**config.mk**
```make
export PLATFORM = sky130hd
export DESIGN_NAME = nec_ir_frame_decoder_unit
export DESIGN_NICKNAME = d
export VERILOG_FILES = /design/src/rtl/core/necir_pkg.sv /design/src/rtl/core/nec_ir_frame_decoder_unit.sv
export SDC_FILE = /design/constraint.sdc
export NUM_CORES = 1
export LEC_CHECK = 0
export BUFFER_PORTS_ARGS = -buffer_cell sky130_fd_sc_hd__buf_2
export CAP_MARGIN = 25
export CORE_MARGIN = 3
export CORE_UTILIZATION = 65
export CTS_BUF_LIST = sky130_fd_sc_hd__clkbuf_16
export DETAILED_ROUTE_END_ITERATION = 7
export PLACE_DENSITY = 0.82
export SYNTH_ARGS = -nofsm -noshare
export SYNTH_HDL_FRONTEND = slang
export SYNTH_SLANG_ARGS = --single-unit
```
**constraint.sdc**
```tcl
create_clock -name clk -period 12 [get_ports clk]
set_clock_uncertainty 0.2 [all_clocks]
set_input_delay 1.2 -clock clk [delete_from_list [all_inputs] [get_ports clk]]
set_output_delay 1.2 -clock clk [all_outputs]
set_load 0.05 [all_outputs]
```
**src/rtl/core/necir_pkg.sv**
```systemverilog
// ----------------------------------------------------------------------------
// necir_pkg
// Shared widths, register indexes, reset values and result status codes for
// the NEC infrared frame decoder.
// ----------------------------------------------------------------------------
package necir_pkg;

  // Capture clock ticks per 10 us; a power of two keeps the scaling a shift
  localparam int TICKS_PER_10US = 8;

  // Field widths
  localparam int DUR_W   = 15;
  localparam int CFG_W   = 16;
  localparam int HTOL_W  = 12;
  localparam int BTOL_W  = 10;
  localparam int IDX_W   = 6;
  localparam int CIDX_W  = 3;

  // Duration scaling: ticks * 10 / TICKS_PER_10US
  localparam int DUR_MAX = (1 << DUR_W) - 1;
  localparam int PROD_W  = $clog2(DUR_MAX * 10 + 1);
  localparam int US_W    = $clog2((DUR_MAX * 10) / TICKS_PER_10US + 1);

  // Width that holds the sum of an expected value and a tolerance, or a
  // converted duration, with one spare bit
  localparam int CMP_W   = ((US_W > CFG_W) ? US_W : CFG_W) + 1;

  // Last item index before saturation
  localparam logic [IDX_W-1:0] IDX_MAX = '1;

  // Configuration register indexes
  typedef enum logic [CIDX_W-1:0] {
    REG_HEADER_FIRST  = 3'd0,
    REG_HEADER_SECOND = 3'd1,
    REG_HEADER_TOL    = 3'd2,
    REG_BIT_MARK      = 3'd3,
    REG_ZERO_SPACE    = 3'd4,
    REG_ONE_SPACE     = 3'd5,
    REG_BIT_TOL       = 3'd6
  } cfg_reg_t;

  // Reset values of the configuration registers, in microseconds
  localparam logic [CFG_W-1:0]  RST_HEADER_FIRST  = 16'd9000;
  localparam logic [CFG_W-1:0]  RST_HEADER_SECOND = 16'd4500;
  localparam logic [HTOL_W-1:0] RST_HEADER_TOL    = 12'd200;
  localparam logic [CFG_W-1:0]  RST_BIT_MARK      = 16'd560;
  localparam logic [CFG_W-1:0]  RST_ZERO_SPACE    = 16'd560;
  localparam logic [CFG_W-1:0]  RST_ONE_SPACE     = 16'd1690;
  localparam logic [BTOL_W-1:0] RST_BIT_TOL       = 10'd100;

  // Item indexes at which a completed byte is latched
  localparam logic [IDX_W-1:0] IDX_ADDR     = 6'd8;
  localparam logic [IDX_W-1:0] IDX_INV_ADDR = 6'd16;
  localparam logic [IDX_W-1:0] IDX_CMD      = 6'd24;
  localparam logic [IDX_W-1:0] IDX_INV_CMD  = 6'd32;

  // Result status codes
  typedef enum logic [1:0] {
    STATUS_OK       = 2'd0,
    STATUS_NO_FRAME = 2'd1,
    STATUS_MISMATCH = 2'd2
  } status_t;

endpackage

```
**src/rtl/core/nec_ir_frame_decoder_unit.sv**
```systemverilog
// ----------------------------------------------------------------------------
// nec_ir_frame_decoder_unit
// Decodes NEC infrared frames from captured pulse items: header check, bit
// classification, byte capture and complement check, one result per frame.
// ----------------------------------------------------------------------------
// Throughput: one pulse item per cycle, except while in_stall holds a last
// item; the frame state updates at the edge that accepts the item, through
// one compare-and-shift stage. The result of a frame is valid in the cycle
// after its last item is accepted. A last item waits only while a previous
// result is held under stall. Reset: frame state and result valid clear;
// the timing registers return to their nominal NEC values.
// ----------------------------------------------------------------------------
module nec_ir_frame_decoder_unit (
  input  logic                              clk,
  input  logic                              rst,
  // Configuration write port
  input  logic                              cfg_write,
  input  logic [necir_pkg::CIDX_W-1:0]      cfg_index,
  input  logic [necir_pkg::CFG_W-1:0]       cfg_data,
  // Pulse item channel
  input  logic                              in_valid,
  output logic                              in_stall,
  input  logic [necir_pkg::DUR_W-1:0]       first_duration,
  input  logic [necir_pkg::DUR_W-1:0]       second_duration,
  input  logic                              last_item,
  // Result channel
  output logic                              out_valid,
  input  logic                              out_stall,
  output logic [7:0]                        address,
  output logic [7:0]                        command,
  output logic [1:0]                        status
);

  localparam int CMP_W = necir_pkg::CMP_W;

  // Timing registers
  logic [necir_pkg::CFG_W-1:0]  header_first_us;
  logic [necir_pkg::CFG_W-1:0]  header_second_us;
  logic [necir_pkg::HTOL_W-1:0] header_tolerance_us;
  logic [necir_pkg::CFG_W-1:0]  bit_mark_us;
  logic [necir_pkg::CFG_W-1:0]  zero_space_us;
  logic [necir_pkg::CFG_W-1:0]  one_space_us;
  logic [necir_pkg::BTOL_W-1:0] bit_tolerance_us;

  // Frame state
  logic [necir_pkg::IDX_W-1:0] item_index, item_index_next;
  logic [2:0]                  bit_count, bit_count_next;
  logic [7:0]                  shift_byte, shift_byte_next;
  logic [7:0]                  addr_byte, addr_byte_next;
  logic [7:0]                  inv_addr_byte, inv_addr_byte_next;
  logic [7:0]                  cmd_byte, cmd_byte_next;
  logic [7:0]                  inv_cmd_byte, inv_cmd_byte_next;
  logic                        header_failed, header_failed_next;

  logic                        in_accept;
  logic                        out_accept;

  logic [necir_pkg::PROD_W-1:0] first_prod, second_prod;
  logic [necir_pkg::US_W-1:0]   first_us, second_us;
  logic                         second_absent;
  logic                         header_match, zero_match, one_match;
  logic [7:0]                   shifted_byte;
  logic                         mismatch;

  // Match v against e within tolerance t: e - t <= v <= e + t
  function automatic logic near_value(input logic [CMP_W-1:0] v,
                                      input logic [CMP_W-1:0] e,
                                      input logic [CMP_W-1:0] t);
    logic [CMP_W:0] v_plus_t;
    logic [CMP_W:0] e_plus_t;
    v_plus_t = {1'b0, v} + {1'b0, t};
    e_plus_t = {1'b0, e} + {1'b0, t};
    return (v_plus_t >= {1'b0, e}) && ({1'b0, v} <= e_plus_t);
  endfunction

  // Handshakes: hold a last item while the previous result is stalled
  assign in_stall   = out_valid && out_stall && last_item;
  assign in_accept  = in_valid && !in_stall;
  assign out_accept = out_valid && !out_stall;

  // Convert tick counts to microseconds
  assign first_prod  = necir_pkg::PROD_W'(first_duration) * necir_pkg::PROD_W'(10);
  assign second_prod = necir_pkg::PROD_W'(second_duration) * necir_pkg::PROD_W'(10);
  assign first_us    = necir_pkg::US_W'(first_prod / necir_pkg::TICKS_PER_10US);
  assign second_us   = necir_pkg::US_W'(second_prod / necir_pkg::TICKS_PER_10US);
  assign second_absent = (second_us == '0);

  // Classify the item against header and bit timings
  assign header_match =
    near_value(CMP_W'(first_us), CMP_W'(header_first_us), CMP_W'(header_tolerance_us)) &&
    (second_absent ||
     near_value(CMP_W'(second_us), CMP_W'(header_second_us), CMP_W'(header_tolerance_us)));

  assign zero_match =
    near_value(CMP_W'(first_us), CMP_W'(bit_mark_us), CMP_W'(bit_tolerance_us)) &&
    (second_absent ||
     near_value(CMP_W'(second_us), CMP_W'(zero_space_us), CMP_W'(bit_tolerance_us)));

  assign one_match =
    near_value(CMP_W'(first_us), CMP_W'(bit_mark_us), CMP_W'(bit_tolerance_us)) &&
    (second_absent ||
     near_value(CMP_W'(second_us), CMP_W'(one_space_us), CMP_W'(bit_tolerance_us)));

  // Shift in LSB first; an unknown item leaves the byte as it is
  always_comb begin
    if (zero_match) begin
      shifted_byte = {1'b0, shift_byte[7:1]};
    end else if (one_match) begin
      shifted_byte = {1'b1, shift_byte[7:1]};
    end else begin
      shifted_byte = shift_byte;
    end
  end

  // Next frame state for the current item
  always_comb begin
    header_failed_next = header_failed;
    bit_count_next     = bit_count;
    shift_byte_next    = shift_byte;
    addr_byte_next     = addr_byte;
    inv_addr_byte_next = inv_addr_byte;
    cmd_byte_next      = cmd_byte;
    inv_cmd_byte_next  = inv_cmd_byte;

    if (item_index == '0) begin
      header_failed_next = !header_match;
    end else if (!header_failed) begin
      if (bit_count == 3'd7) begin
        bit_count_next  = '0;
        shift_byte_next = '0;
        if (item_index == necir_pkg::IDX_ADDR) begin
          addr_byte_next = shifted_byte;
        end else if (item_index == necir_pkg::IDX_INV_ADDR) begin
          inv_addr_byte_next = shifted_byte;
        end else if (item_index == necir_pkg::IDX_CMD) begin
          cmd_byte_next = shifted_byte;
        end else if (item_index == necir_pkg::IDX_INV_CMD) begin
          inv_cmd_byte_next = shifted_byte;
        end
      end else begin
        bit_count_next  = bit_count + 3'd1;
        shift_byte_next = shifted_byte;
      end
    end

    if (item_index != necir_pkg::IDX_MAX) begin
      item_index_next = item_index + 1'b1;
    end else begin
      item_index_next = item_index;
    end
  end

  assign mismatch = (addr_byte_next != ~inv_addr_byte_next) ||
                    (cmd_byte_next != ~inv_cmd_byte_next);

  // Timing registers: write on enable, ignore unknown indexes
  always_ff @(posedge clk) begin
    if (rst) begin
      header_first_us     <= necir_pkg::RST_HEADER_FIRST;
      header_second_us    <= necir_pkg::RST_HEADER_SECOND;
      header_tolerance_us <= necir_pkg::RST_HEADER_TOL;
      bit_mark_us         <= necir_pkg::RST_BIT_MARK;
      zero_space_us       <= necir_pkg::RST_ZERO_SPACE;
      one_space_us        <= necir_pkg::RST_ONE_SPACE;
      bit_tolerance_us    <= necir_pkg::RST_BIT_TOL;
    end else if (cfg_write) begin
      case (necir_pkg::cfg_reg_t'(cfg_index))
        necir_pkg::REG_HEADER_FIRST:  header_first_us  <= cfg_data;
        necir_pkg::REG_HEADER_SECOND: header_second_us <= cfg_data;
        necir_pkg::REG_HEADER_TOL:
          header_tolerance_us <= cfg_data[necir_pkg::HTOL_W-1:0];
        necir_pkg::REG_BIT_MARK:      bit_mark_us      <= cfg_data;
        necir_pkg::REG_ZERO_SPACE:    zero_space_us    <= cfg_data;
        necir_pkg::REG_ONE_SPACE:     one_space_us     <= cfg_data;
        necir_pkg::REG_BIT_TOL:
          bit_tolerance_us <= cfg_data[necir_pkg::BTOL_W-1:0];
        default: ;
      endcase
    end
  end

  // Frame state: advance on each transaction, clear after the last item
  always_ff @(posedge clk) begin
    if (rst || (in_accept && last_item)) begin
      item_index    <= '0;
      bit_count     <= '0;
      shift_byte    <= '0;
      addr_byte     <= '0;
      inv_addr_byte <= '0;
      cmd_byte      <= '0;
      inv_cmd_byte  <= '0;
      header_failed <= 1'b0;
    end else if (in_accept) begin
      item_index    <= item_index_next;
      bit_count     <= bit_count_next;
      shift_byte    <= shift_byte_next;
      addr_byte     <= addr_byte_next;
      inv_addr_byte <= inv_addr_byte_next;
      cmd_byte      <= cmd_byte_next;
      inv_cmd_byte  <= inv_cmd_byte_next;
      header_failed <= header_failed_next;
    end
  end

  // Result register: load on the last item, drop once taken
  always_ff @(posedge clk) begin
    if (rst) begin
      out_valid <= 1'b0;
    end else if (in_accept && last_item) begin
      out_valid <= 1'b1;
    end else if (out_accept) begin
      out_valid <= 1'b0;
    end
  end

  always_ff @(posedge clk) begin
    if (in_accept && last_item) begin
      if (header_failed_next) begin
        address <= '0;
        command <= '0;
        status  <= necir_pkg::STATUS_NO_FRAME;
      end else begin
        address <= addr_byte_next;
        command <= cmd_byte_next;
        status  <= mismatch ? necir_pkg::STATUS_MISMATCH : necir_pkg::STATUS_OK;
      end
    end
  end

  // A last item always leaves a pending result and a cleared frame
  assert property (@(posedge clk) disable iff (rst)
    (in_accept && last_item) |=> (out_valid && item_index == '0))
    else $error("last item did not produce a result or clear the frame");

  // At the start of a frame no bits are pending
  assert property (@(posedge clk) disable iff (rst)
    (item_index == '0) |-> (bit_count == '0 && shift_byte == '0))
    else $error("bit state not clear at frame start");

  // A failed header stops all bit collection
  assert property (@(posedge clk) disable iff (rst)
    header_failed |-> (bit_count == '0 && shift_byte == '0 && addr_byte == '0))
    else $error("bits collected after a failed header");

  // A frame without a header reports no address or command
  assert property (@(posedge clk) disable iff (rst)
    (out_valid && status == necir_pkg::STATUS_NO_FRAME) |->
      (address == '0 && command == '0))
    else $error("failed frame reports a non-zero address or command");

endmodule
```
* Word level (Yosys, flattened, before mapping)
Cells that the tools add are included.
** Word-level totals
- Flip-flop bits (word level) :: 171
- Bits of input ports :: 55
- Output and inout port bits :: 20
- Logic and storage cells :: 124
** Operators by class
- Add/subtract/negate cells :: 11
- Multipliers :: 2
- $lt $le $gt $ge :: 10
- Equality and inequality tests :: 14
- Muxes and demuxes :: 30
- Bitwise logic cells :: 4
- Reduce and logical (&&, ||, !) cells :: 34
** Operators by type and width (number)
- $mux W8 :: 25
- $add A16 B10 Y17 :: 5
- $le A16 B17 Y1 :: 5
- $add A16 B12 Y17 :: 4
- $ge A17 B16 Y1 :: 4
- $mul A15 B3 Y18 const B :: 2
- $ge A18 B16 Y1 :: 1
- $logic_not A16 Y1 :: 1
- $ne A8 B8 Y1 :: 2
- $not A8 Y8 :: 2
- $reduce_and A2 Y1 :: 8
- $logic_and A1 B1 Y1 :: 13
- $eq A3 B3 Y1 const B :: 4
- $eq A6 B5 Y1 const B :: 2
- $add A6 B1 Y6 const B :: 1
- $eq A3 B2 Y1 const B :: 2
- $eq A6 B4 Y1 const B :: 1
- $eq A6 B6 Y1 const B :: 1
- $logic_not A6 Y1 :: 1
- $ne A6 B6 Y1 const B :: 1
- $logic_or A1 B1 Y1 :: 5
- $add A3 B1 Y3 const B :: 1
- $eq A3 B1 Y1 const B :: 1
- $logic_not A1 Y1 :: 3
- 7 further kinds :: 10

* Logic depth before layout (Yosys ltp)
- Depth after elaboration :: 19
- Gate-level depth with buffers :: 36
- Gate-level depth less buffers :: 34

* Least setup slack after synthesis
Ideal clock, no wire load.
- Path kind :: input -> register
- From :: in second_duration[1] (netlist bit)
- To :: reg status[1], data pin
- Setup time :: 0.270 ns
- Data arrival time :: 6.919 ns
- Required time :: 11.530 ns
- Setup slack :: 4.611 ns
- Cell stages on the path :: 36
- Buffers on the path :: 2
- Path through :: ha_1 ha_1 inv_1 fa_1 xnor2_1 ha_1 inv_1 o21bai_1 a21oi_1 nor2b_1 o21a_1 o21ai_0 nand2b_1 a21o_1 a21oi_1 nor2b_1 nand2_1 nor2_1 xor2_1 ha_1 nand2_1 nor2_1 nand4_1 nor3_1 o311ai_0 a32o_1 o31a_1 a21o_4 buf_12 mux2i_1 buf_4 xor2_1 a22oi_1 o2111ai_1 nor4_1 a31oi_1
** Between the ends
- Word-level cells in the longest chain between the ends :: 19
- Elaborated cells on any way between the ends :: 51
- Classes of those cells :: add/sub: 2; mul: 1; order compare: 6; eq/ne: 2; mux: 26; bitwise: 2; reduce/logical: 12
** Ends and longest elaborated chain
- from (decl) :: line nec_ir_frame_decoder_unit.sv:24 : input logic [necir_pkg::DUR_W-1:0] second_duration,
- $mul A15 B3 Y18 (*) :: line nec_ir_frame_decoder_unit.sv:83 : assign second_prod = necir_pkg::PROD_W'(second_duration) * necir_pkg::PROD_W'(10);
- $add A16 B10 Y17 :: line nec_ir_frame_decoder_unit.sv:71 : v_plus_t = {1'b0, v} + {1'b0, t};
- $ge A17 B16 Y1 :: line nec_ir_frame_decoder_unit.sv:73 : return (v_plus_t >= {1'b0, e}) && ({1'b0, v} <= e_plus_t);
- $logic_and A1 B1 Y1 :: line nec_ir_frame_decoder_unit.sv:73
- $logic_or A1 B1 Y1 :: line nec_ir_frame_decoder_unit.sv:101 : (second_absent ||
- $logic_and A1 B1 Y1 :: line nec_ir_frame_decoder_unit.sv:100 : near_value(CMP_W'(first_us), CMP_W'(bit_mark_us), CMP_W'(bit_tolerance_us)) &&
- $mux W8 :: line nec_ir_frame_decoder_unit.sv:108 : end else if (one_match) begin
- $mux W8 :: line nec_ir_frame_decoder_unit.sv:106 : if (zero_match) begin
- [... 3 more ...]
- $mux W8 :: line nec_ir_frame_decoder_unit.sv:131 : if (item_index == necir_pkg::IDX_ADDR) begin
- $mux W8 :: line nec_ir_frame_decoder_unit.sv:128 : if (bit_count == 3'd7) begin
- $mux W8 :: line nec_ir_frame_decoder_unit.sv:127 : end else if (!header_failed) begin
- $mux W8 :: line nec_ir_frame_decoder_unit.sv:125 : if (item_index == '0) begin
- $not A8 Y8 :: line nec_ir_frame_decoder_unit.sv:154 : (cmd_byte_next != ~inv_cmd_byte_next);
- $ne A8 B8 Y1 :: line nec_ir_frame_decoder_unit.sv:154
- $logic_or A1 B1 Y1 :: line nec_ir_frame_decoder_unit.sv:153 : assign mismatch = (addr_byte_next != ~inv_addr_byte_next) ||
- $mux W2 :: line nec_ir_frame_decoder_unit.sv:225 : status <= mismatch ? necir_pkg::STATUS_MISMATCH : necir_pkg::STATUS_OK;
- to (signal assigned) :: line nec_ir_frame_decoder_unit.sv:221 : status <= necir_pkg::STATUS_NO_FRAME;
- to (signal assigned) :: line nec_ir_frame_decoder_unit.sv:225
- to (decl) :: line nec_ir_frame_decoder_unit.sv:31 : output logic [1:0] status
Every way passes the cells marked *; elsewhere a longest branch is shown, timed or not.
A chain may end at the register's enable or synchronous reset.

* Worst setup path after layout
- From :: in second_duration[3] (netlist bit)
- To :: reg status[1], data pin
The elaborated chain is that of the path after synthesis.

==> out/qor.yml <==
logic_synthesis:
  synth_seq_area_share_pct: 21.8
  synth_edf_count: 18
  synthArstFlopShare_pct: 0
  ys_warn_count: 0
  synthFlopType: "dfxtp_1"
  ys_seq_elements: 171
  synth.cell_area_um2: 16600
  synthCells: 2039
  synth.distinct_cells: 74
  synth_area_per_cell_um2: 8.12
  syn-num-nets: 2422
clock_network:
  cts_buffer_depth: 2
  clk_pin_slew_worst_paths_ns: 0.08
  insertion_delay_ns: 0.44
  cts-htree-levels: 4
  cts_root_buf: "clkbuf_16"
  tritoncts: "built"
  cts.repair.resized: 0
  hold_buffers: 0
  cts.sinks: 171
  cts_buffers: 17
  post_cts_buffers: 0
pwr:
  power.switching_mw: 0.863
  netSwitchingFraction_pct: 40.0
  power.share.sequential_pct: 28.0
  p_clk_share_pct: 26.2
  power_density_nw_per_um2: 121
  combinationalPowerShare_pct: 45.8
  p_int_mw: 1.29
  leakagePower_nw: 7.91
  peakVddDrop_v: 0.0000987
placement:
  dp.cells: 2395
  port_buffers: 74
  globalplace.congestion: 0.968
  dp_slack_ns: 3.48
  place_hpwl_um: 35700
min_path:
  hp-class: "flip-flop to flip-flop"
worst_setup_path:
  critical_path_class: "input pin to flip-flop"
  critPathBufInv: 3
  crit_fanout: 11
  slowest_delay_ns: 0.55
  slowest_stage: "xnor2_1"
  start_kind: "input pin"
  critical_path.most_common_cell: "ha_1"
  worst_ep_required_time_ns: 11.99
  critPathArrivalTime_ns: 8.10
  end_kind: "flip-flop"
  regToRegSetupSlack_ns: 5.21
  critPathTopFamily: "compound AO/OA/AOI/OAI gates"
routing:
  routed_wl_um: 45100
  drt_iter0_drc: 962
  drtPass1Iterations: 5
  ant_nets: 0
  top_layer_used: "met4"
  via_per_inst: 6.21
  wl_met1_um: 19000
  remaining_drc_errors: 0
  vias: 15100
  wl_met3_um: 2540
  wl_met2_um: 21400
  wl_per_cell_um: 18.5
timing:
  tightest_slew_ns: 1.05
  fmax_mhz: 123
  slew_violations: 0
  tns_ns: 0
  min_period_ns: 8.12
  period_share_pct: 67.6
  finalHoldViolCount: 0
  rsz0062_at_grt: "false"
  worst_slack_ns: 3.88
  setup_viol_count_final: 0
  max-slew-margin-rel_pct: 29.6
floorplan:
  die_area_um2: 27400
  initial_utilization_pct: 67.1
  core-area_um2: 24700
  die_w_um: 166
  dieHeight_um: 166
  rows: 57
  ios: 75
grt:
  grt.overflow.total: 0
  grt_start_max_net_pins: 105
  antenna_found_initial: 1
  grt_pass1_wl_um: 72200
  grt_pass1_vias: 14600
  track_usage_pct: 33.2
layout:
  final_util_pct: 72.2
  layoutNonFillerInstCount: 2429
  nFillCells: 1968
  layout-drive-gt1-share_pct: 6.46
  area_growth_pct: 7.66
  nets: 2474
run:
  drv_cap: 0
outcome:
  status: "completed"
[placed cells by master (no fill, tap or decap), drive strengths merged, types with 5 or more instances in the layout]
master / n
a22oi: 6
and3: 13
nand2: 240
nand4: 19
nor3: 24
nand3b: 21
a211oi: 51
edfxtp: 18
a21oi: 210
o2111ai: 5
clkbuf: 17
fa: 11
buf: 83
a41oi: 5
nand2b: 19
a21o: 56
o21ai: 67
nor4: 10
a31oi: 6
xor2: 53
xnor2: 121
mux2i: 16
o21a: 29
nand3: 39
inv: 169
nor2b: 33
and2: 6
ha: 317
o211ai: 9
o22ai: 5
clkinv: 7
a211o: 15
nor2: 155
a221o: 7
o21bai: 34
dfxtp: 153
[routing by layer]
layer / vias up / global-route usage, %
li1: 7348 / -
met5: - / 0
met2: 515 / 56.7
met4: 0 / 14.8
met1: 7097 / 41.7
met3: 122 / 4.46
[cell type report]
type / instances / area [µm²] / area share [%]
inverter: 161 / 604 / 3.39
clock inverter: 15 / 173 / 0.969
clock buffer: 17 / 425 / 2.39
timing repair buffer: 83 / 460 / 2.58
multi-input combinational: 1657 / 12100 / 68.2
tap: 324 / 405 / 2.27
antenna: 1 / 2.50 / 0.0140
sequential: 171 / 3600 / 20.2
[metrics by stage]
stage          power (mW)  area, µm²  hold WS (ns)
2_1_floorplan        1.35      16600         0.236
3_3_place_gp         1.55      17200         0.244
3_5_place_dp         1.59      17200         0.250
4_1_cts              2.15      17800         0.262
5_1_grt              2.31      17800         0.284
6_report             2.16      17800         0.266
[cells by family (layout without fill, tap and decap cells)]
kind of cell | count (synthesis) | after routing | share of synthesized area (%)
xor gates and xnor gates | 174 | 174 | 9.21
muxes | 17 | 17 | 1.44
DFF | 171 | 171 | 21.8
and+or+nand+nor | 599 | 599 | 16.5
buffers and inverters | 211 | 276 | 4.91
adders and majority gates | 328 | 328 | 25.3
AOI/OAI and AO/OA | 539 | 539 | 20.9
other | 0 | 1 | 0
[sequential cells by signal (all words and copies together) (netlist names), 6 cells and up]
register	cells
one_space_us	16
inv_cmd_byte	8
bit_tolerance_us	10
shift_byte	8
cmd_byte	8
zero_space_us	16
inv_addr_byte	8
addr_byte	8
header_first_us	16
command	8
address	8
header_second_us	16
item_index	6
bit_mark_us	16
header_tolerance_us	12
[worst reg2reg max path, stage by stage, from the launching register on]
cell       delay [ns]
dfxtp_1          0.72
ha_1             0.36
a21o_1           0.17
a21oi_1          0.22
o21bai_1         0.11
a21oi_1          0.30
o21bai_1         0.11
a21oi_1          0.24
o21bai_1         0.10
a21oi_1          0.24
nor2b_1          0.07
nor2_1           0.24
nor2_1           0.11
xnor2_1          0.14
ha_1             0.30
a21oi_1          0.16
nand2_1          0.07
a2111oi_0        0.49
nand2_1          0.10
a32o_1           0.23
o31a_1           0.15
a21o_4           0.34
mux2i_4          0.45
xor2_1           0.12
nor4_1           0.28
a41oi_1          0.16
a311oi_1         0.27
a31oi_1          0.11
[cells in the mapped netlist, types with 6 or more instances]
| library cell | instances | share of area [%] |
|---|---|---|
| nand2b_1 | 19 | 0.72 |
| o21ai_0 | 62 | 1.9 |
| nor4_1 | 10 | 0.38 |
| dfxtp_1 | 153 | 19 |
| nand4_1 | 19 | 0.72 |
| nor3_1 | 24 | 0.73 |
| nand3b_1 | 21 | 0.95 |
| clkbuf_1 | 47 | 1.1 |
| mux2i_1 | 10 | 0.60 |
| a22oi_1 | 6 | 0.27 |
| ha_1 | 317 | 24 |
| nand2_1 | 240 | 5.4 |
| xor2_1 | 53 | 2.8 |
| and2_1 | 6 | 0.23 |
| and3_1 | 13 | 0.49 |
| fa_1 | 11 | 1.3 |
| nand3_1 | 39 | 1.2 |
| nor2b_1 | 33 | 1.2 |
| o21a_1 | 29 | 1.3 |
| a21o_1 | 55 | 2.5 |
| xnor2_1 | 121 | 6.4 |
| a31oi_1 | 6 | 0.23 |
| inv_1 | 159 | 3.6 |
| a21oi_1 | 208 | 6.3 |
| a211oi_1 | 51 | 2.3 |
| o211ai_1 | 9 | 0.41 |
| a211o_1 | 15 | 0.79 |
| nor2_1 | 155 | 3.5 |
| a221o_1 | 7 | 0.42 |
| edfxtp_1 | 18 | 3.3 |
| o21bai_1 | 34 | 1.5 |
[power by group through the flow]
| stage | registers (mW) | clock network [mW] | logic (mW) |
|---|---|---|---|
| 4_1_cts | 0.603 | 0.565 | 0.980 |
| 3_3_place_gp | 0.615 | 0 | 0.939 |
| 6_report | 0.603 | 0.564 | 0.988 |
| 2_1_floorplan | 0.620 | 0 | 0.725 |
| 3_5_place_dp | 0.616 | 0 | 0.972 |
| 5_1_grt | 0.604 | 0.590 | 1.11 |
[worst paths after layout]
path / endpoint / cells after the start / from
max: status[1] / 31 / second_duration[3]
min: zero_space_us[10] / 2 / zero_space_us[10]
max reg2reg: status[1] / 27 / bit_tolerance_us[1]
min reg2reg: zero_space_us[10] / 2 / zero_space_us[10]
No activity file was read; power rests on OpenSTA's default activity.
